### config.mk
export PLATFORM = sky130hd
export DESIGN_NAME = pwg_phase
export DESIGN_NICKNAME = d
export VERILOG_FILES = /design/src/sv/pwg_pkg.sv /design/src/sv/pwg_phase.sv
export SDC_FILE = /design/constraint.sdc
export NUM_CORES = 1
export LEC_CHECK = 0
export ABC_AREA = 1
export BUFFER_PORTS_ARGS = -buffer_cell sky130_fd_sc_hd__buf_2
export CAP_MARGIN = 20
export CORE_AREA = 2 2 126 128
export DETAILED_ROUTE_END_ITERATION = 16
export DIE_AREA = 0 0 128 130
export PLACE_DENSITY = 0.84
export SYNTH_ARGS = -nofsm -noshare
export SYNTH_HDL_FRONTEND = slang
export SYNTH_SLANG_ARGS = --single-unit
### constraint.sdc
create_clock -name clk -period 3.7 [get_ports clk]
set_clock_uncertainty 0.15 [all_clocks]
set_input_delay 0.74 -clock clk [delete_from_list [all_inputs] [get_ports clk]]
set_output_delay 0.74 -clock clk [all_outputs]
set_load 0.02 [all_outputs]
### src/sv/pwg_pkg.sv
// ----------------------------------------------------------------------------
// pwg_pkg
// Shared types and register codes for the trapezoidal pulse generator.
// ----------------------------------------------------------------------------
package pwg_pkg;

  // Configuration register indexes
  typedef enum logic [2:0] {
    REG_OFF_LEVEL    = 3'd0,
    REG_ON_LEVEL     = 3'd1,
    REG_START_DELAY  = 3'd2,
    REG_RISE_TICKS   = 3'd3,
    REG_FALL_TICKS   = 3'd4,
    REG_ON_TICKS     = 3'd5,
    REG_PERIOD_TICKS = 3'd6,
    REG_CYCLE_LIMIT  = 3'd7
  } pwg_reg_t;

  // Waveform segment that a sample falls in
  typedef enum logic [1:0] {
    SEG_OFF  = 2'd0,
    SEG_ON   = 2'd1,
    SEG_RISE = 2'd2,
    SEG_FALL = 2'd3
  } pwg_seg_t;

  localparam int CYC_BITS = 17;

endpackage

### src/sv/pwg_phase.sv
// ----------------------------------------------------------------------------
// pwg_phase
// Classify a sample by period count and phase; pick ramp position and length.
// ----------------------------------------------------------------------------
module pwg_phase
  import pwg_pkg::*;
#(
  parameter int TIME_BITS = 32
) (
  input  logic                       clk,
  input  logic                       rst_n,
  input  logic                       adv,
  input  logic                       in_valid,
  input  logic [TIME_BITS-1:0]       in_quo,
  input  logic [TIME_BITS-1:0]       in_rem,
  input  logic                       in_off,
  input  logic [TIME_BITS-1:0]       rise_ticks,
  input  logic [TIME_BITS-1:0]       fall_ticks,
  input  logic [TIME_BITS-1:0]       rise_on_end,
  input  logic [TIME_BITS-1:0]       fall_end,
  input  logic signed [CYC_BITS-1:0] cycle_limit,
  output logic                       out_valid,
  output pwg_seg_t                   out_seg,
  output logic [TIME_BITS-1:0]       out_x,
  output logic [TIME_BITS-1:0]       out_len
);

  localparam int CW = (TIME_BITS > CYC_BITS) ? TIME_BITS : CYC_BITS;

  logic [CW-1:0]        q_ext;
  logic [CW-1:0]        n_ext;
  logic                 beyond;
  logic                 valid_r;
  pwg_seg_t             seg_r, seg_nxt;
  logic [TIME_BITS-1:0] x_r, x_nxt;
  logic [TIME_BITS-1:0] len_r, len_nxt;

  always_comb begin
    q_ext  = CW'(in_quo);
    n_ext  = cycle_limit[CYC_BITS-1] ? CW'(1) : CW'(cycle_limit[CYC_BITS-2:0]);
    beyond = (q_ext > n_ext) || ((q_ext == n_ext) && (in_rem != '0));

    seg_nxt = SEG_OFF;
    x_nxt   = '0;
    len_nxt = TIME_BITS'(1);
    if (in_off || beyond) begin
      seg_nxt = SEG_OFF;
    end else if (in_rem <= rise_ticks) begin
      seg_nxt = (rise_ticks == '0) ? SEG_OFF : SEG_RISE;
      x_nxt   = in_rem;
      len_nxt = (rise_ticks == '0) ? TIME_BITS'(1) : rise_ticks;
    end else if (in_rem < rise_on_end) begin
      seg_nxt = SEG_ON;
    end else if (in_rem < fall_end) begin
      seg_nxt = (fall_ticks == '0) ? SEG_OFF : SEG_FALL;
      x_nxt   = in_rem - rise_on_end;
      len_nxt = (fall_ticks == '0) ? TIME_BITS'(1) : fall_ticks;
    end
  end

  always_ff @(posedge clk) begin
    if (!rst_n) begin
      valid_r <= 1'b0;
    end else if (adv) begin
      valid_r <= in_valid;
    end
  end

  always_ff @(posedge clk) begin
    if (adv) begin
      seg_r <= seg_nxt;
      x_r   <= x_nxt;
      len_r <= len_nxt;
    end
  end

  assign out_valid = valid_r;
  assign out_seg   = seg_r;
  assign out_x     = x_r;
  assign out_len   = len_r;

  // a ramp never divides by zero and never runs past its length
  a_ramp_len: assert property (@(posedge clk) disable iff (!rst_n)
    valid_r && (seg_r == SEG_RISE || seg_r == SEG_FALL) |-> len_r != '0 && x_r <= len_r)
    else $error("ramp position outside ramp length");

  a_fall_pos: assert property (@(posedge clk) disable iff (!rst_n)
    valid_r && seg_r == SEG_FALL |-> x_r < len_r)
    else $error("fall position reaches fall length");

endmodule

### After elaboration in Yosys (flattened, before gate mapping)

Index checks and enable logic that the tools add are counted.

| storage, ports and cells | value |
|---|---|
| output and inout bits | 67 |
| word-level logic and storage cells | 30 |
| register bits | 67 |
| input bits | 214 |

| cells by class | value |
|---|---|
| reductions and logical operators | 6 |
| $add $sub $neg | 1 |
| multiplexer cells | 14 |
| magnitude comparators | 4 |
| equal/unequal tests | 1 |

Operator list:

| cell | count |
|---|---|
| $mux 32 | 8 |
| $logic_not 32->1 | 2 |
| $lt 32x32->1 | 2 |
| $eq 32x16->1 | 1 |
| $gt 32x16->1 | 1 |
| $le 32x32->1 | 1 |
| $reduce_bool 32->1 | 1 |
| $sub 32x32->32 | 1 |
| $mux 16 | 1 |
| $mux 2 | 5 |
| $logic_or 1x1->1 | 2 |
| $logic_and 1x1->1 | 1 |

### Depth between registers and ports, before layout

| logic depth | value |
|---|---|
| depth after elaboration | 5 |
| mapped depth | 19 |
| gate-level depth less buffers | 18 |

### Least setup slack after synthesis

Ideal clock, no wire load.

| timing path | value |
|---|---|
| path kind | input port to flip-flop |
| start | in cycle_limit[16] |
| end | reg len_r[7], in the netlist out_len[7] (data pin) |
| setup time | 257 ps |
| path buffers | 2 |
| path slack | 629 ps |
| cell stages on the path | 17 |
| arrival | 2664 ps |
| data required time | 3293 ps |
| path through | inv_1 > clkbuf_1 > nand2_1 > ha_1 > nand2_1 > nor2_1 > nand2_1 > nand3_1 > nand2_1 > a21o_1 > nand2_1 > nand2_1 > nand2_1 > nor2_2 > nand2_1 > buf_2 > o21ai_1 |

| on the way | value |
|---|---|
| cells in the longest elaborated chain, start to end | 5 |
| elaborated cells between the ends (all ways) | 6 |
| those cells by class | order compare: 1; eq/ne: 1; mux: 1; reduce/logical: 3 |

Ends and longest elaborated chain:

| item | line | text |
|---|---|---|
| start: declaration | pwg_phase.sv:21 | `input logic signed [CYC_BITS-1:0] cycle_limit,` |
| $mux 16 (*) | pwg_phase.sv:40 | `n_ext = cycle_limit[CYC_BITS-1] ? CW'(1) : CW'(cycle_limit[CYC_BITS-2:0]);` |
| parallel branches: the longest is 2 deep, another holds $gt 32x16->1 | -- |  |
| $logic_or 1x1->1 (*) | pwg_phase.sv:41 | `beyond = (q_ext > n_ext) \|\| ((q_ext == n_ext) && (in_rem != '0));` |
| $logic_or 1x1->1 (*) | pwg_phase.sv:46 | `if (in_off \|\| beyond) begin` |
| end signal: assignment | pwg_phase.sv:73 | `len_r <= len_nxt;` |
| end: declaration | pwg_phase.sv:36 | `logic [TIME_BITS-1:0] len_r, len_nxt;` |

Mark *: on every way between the ends.
A chain may end at the register's enable or synchronous reset.

### Final worst setup path

| timing path | value |
|---|---|
| start | in cycle_limit[16] |
| end | reg len_r[25], in the netlist out_len[25] (data pin) |

The elaborated chain is that of the path after synthesis.

==> metrics.cfg <==
[run_status]
status=complete, no violations

[power]
intPower_w=0.00188
combPwrFrac_pct=34.0
ir_worst_vdd_mv=0.162
p_leak_nw=5.36
pwr-share-seq_pct=31.2
powerDensity_mw_per_mm2=291
power.switching_w=0.000947
p_clk_share_pct=34.8
sw_frac_of_total_pct=33.5

[min_path]
min_from=out_valid$_SDFFE_PN0P_
hold_path.class=flip-flop to flip-flop
min_to=out_valid$_SDFFE_PN0P_
holdPathStages=2

[sta]
finalHoldViolCount=0
fmaxAchievable_mhz=318
worst_pin_slew_ns=0.626
setup_viol=0
period_share_pct=84.9
drv_slew=0
postLayoutSetupSlackWorst_ns=0.557
rsz0062_at_grt=false
slew_headroom_pct=58.2
fin_tns_setup_ns=0
fin_crit_ns=3.14

[setup_path]
critPathMaxStageDelay_ns=0.56
worst_path_max_delay_cell=nor2_4
path_cells=buf_2 > inv_1 > nand2_1 > ha_1 > nand2_1 > nor2_1 > nand4_1 > nor2_1 > nand2_1 > nand2_1 > nand2_1 > nor2_4 > nand2_1 > o21ai_1
endpoint_kind=flip-flop
cp_common_cell=nand2_1
reg2reg_slack_ns=2.93
cp.arrival_ns=3.18
cpLargestDelayFamily=simple AND/OR/NAND/NOR gates
reg2reg_to=out_valid$_SDFFE_PN0P_
crit_fanout=28
cp.required_ns=3.74
crit_type=primary input to flip-flop
start_kind=primary input
r2r-start=out_valid$_SDFFE_PN0P_
cp_num_buf_inv=2
reg2reg_depth=2

[clocking]
htreeDepth=3
cts_hold_buf=0
insertion_delay_ns=0.33
cts_made_buffers=9
path_clk_slew_ns=0.06
numClockSinks=67
post_cts_buffers=0
clock_path_buffers=2
cts_tree=done
root_buffer=clkbuf_16
cts_resized=0

[placed_design]
dp_slack_ns=0.255
hpwl_um=21000
io_buffer_count=280
placedCellCount=1616
globalplace.congestion=0.940

[grt]
use_met1_pct=34.9
grt-busiest-layer=met2
globalRouteMet3Util_pct=3.57
grt-ovfl-total=0
grt_pass1_wl_um=37800
grt_usage_pct=29.1
grt_use_met2_pct=51.8
grt_max_degree=35
antenna_found_initial=1
grt_pass1_vias=7862

[flow_run]
drv_cap=0

[logic_synthesis]
synth_seq_area_share_pct=25.8
yosys_most_used_dff=edfxtp_1
ys_types=38
synth_edf_count=66
yosysWarnings=0
syn_nets=1478
syn-instance-count=1152
async_flop_share_pct=0
yosys_register_bits=67
avgSynthCellArea_um2=6.73
syn_area_mm2=0.00775

[route]
vias_per_cell=5.22
firstDrtPassIters=5
routed_wl_um=24800
post_drt_wl_per_cell_um=15.2
drt_first_iter_violations=675
drc=0
drtAntennaViolNets=0
num_vias=8526

[finish]
syn2layout_area_growth_pct=25.5
nNetsFinal=1761
layout_common_cells=nand2_1, buf_2, inv_1
final_cells=1633
final_common_cell=nand2_1
nFillCells=1403
drive_above_1_share_pct=23.5

[floorplanning]
pin_count=281
coreArea_mm2=0.0154
start_util_pct=50.2
row_count=46
dieHeight_um=130
die_width_um=128
die_area_mm2=0.0166

[power groups by stage]
stage          registers (W)  clock network [W]  logic (W)
6_report            0.000883           0.000985   0.000964
2_1_floorplan       0.000948                  0   0.000546
3_3_place_gp        0.000898                  0   0.000933
3_5_place_dp        0.000898                  0   0.000951
5_1_grt             0.000885            0.00102    0.00108
4_1_cts             0.000883           0.000991   0.000955
[layer usage]
layer / vias to the layer above / wire length (um)
met2: 392 / 12000
met3: 89 / 1920
met1: 3773 / 9800
met5: - / 12
li1: 4270 / -
met4: 2 / 1090
[stage by stage]
stage                     area (um2)  utilization, %  hold WS [ns]  total power [W]
after global placement          9380            60.8         0.372          0.00183
after floorplan                 7750               -         0.456          0.00149
final                           9720            63.0         0.386          0.00283
after global routing            9720            63.0         0.427          0.00299
after detailed placement        9380            60.8         0.382          0.00185
after CTS                       9720            63.0         0.390          0.00283
[state kept, by name (all words and copies together), names as in the netlist]
register and cells:
out_len 32, out_seg 2, out_valid 1, out_x 32
[layout make-up]
class	count	area [um2]	area share [%]
multi-input combinational	836	4780	49.1
tap	192	240	2.47
sequential	67	2000	20.6
clock buffer	10	229	2.36
antenna	1	2.50	0.0257
clock inverter	6	114	1.17
timing repair buffer	287	1480	15.2
inverter	234	878	9.04
[how the worst max path moves through the flow]
| stage | startpoint | to | cells after the start | slack, ns |
|---|---|---|---|---|
| after floorplan | cycle_limit[16] | out_len[7]$_SDFFCE_PP0P_ | 17 | 0.63 |
| after global placement | cycle_limit[16] | out_len[23]$_SDFFCE_PP0P_ | 14 | 0.39 |
| after detailed placement | cycle_limit[16] | out_len[15]$_SDFFCE_PP0P_ | 14 | 0.26 |
| after CTS | cycle_limit[16] | out_len[15]$_SDFFCE_PP0P_ | 14 | 0.58 |
| after global routing | cycle_limit[16] | out_len[15]$_SDFFCE_PP0P_ | 14 | 0.30 |
| final | cycle_limit[16] | out_len[25]$_SDFFCE_PP0P_ | 14 | 0.56 |
[synthesized netlist by cell type (3+ instances only)]
cell type | instances | area share, %
a21o_1 | 4 | 0.39
a21oi_1 | 86 | 5.6
a21oi_2 | 10 | 1.1
buf_2 | 4 | 0.26
buf_6 | 3 | 0.44
clkbuf_1 | 6 | 0.29
edfxtp_1 | 66 | 26
ha_1 | 111 | 18
inv_1 | 232 | 11
nand2_1 | 342 | 17
nand2_2 | 16 | 1.3
nand3_1 | 33 | 2.1
nand3b_1 | 3 | 0.29
nand4_1 | 26 | 2.1
nor2_1 | 90 | 4.4
nor3_1 | 14 | 0.90
nor4_1 | 7 | 0.57
o21a_1 | 5 | 0.48
o21ai_0 | 18 | 1.2
o21ai_1 | 29 | 1.9
o21bai_1 | 4 | 0.39
xnor2_1 | 8 | 0.90
xor2_1 | 15 | 1.7
[cell families after synthesis]
kind of cell               Yosys count  share of synthesized area, %
adders and majority gates          112                          18.2
and+or+nand+nor                    542                          29.6
DFF                                 67                          25.8
buffers and inverters              249                          12.5
xor gates and xnor gates            23                          2.60
AOI/OAI and AO/OA                  159                          11.2
[tightest hold or removal path, stage by stage (launching register included)]
cell and delay (ns):
dfxtp_1 0.30, o21ai_0 0.14, a21oi_1 0.04
(Power assumes the default switching activity.)
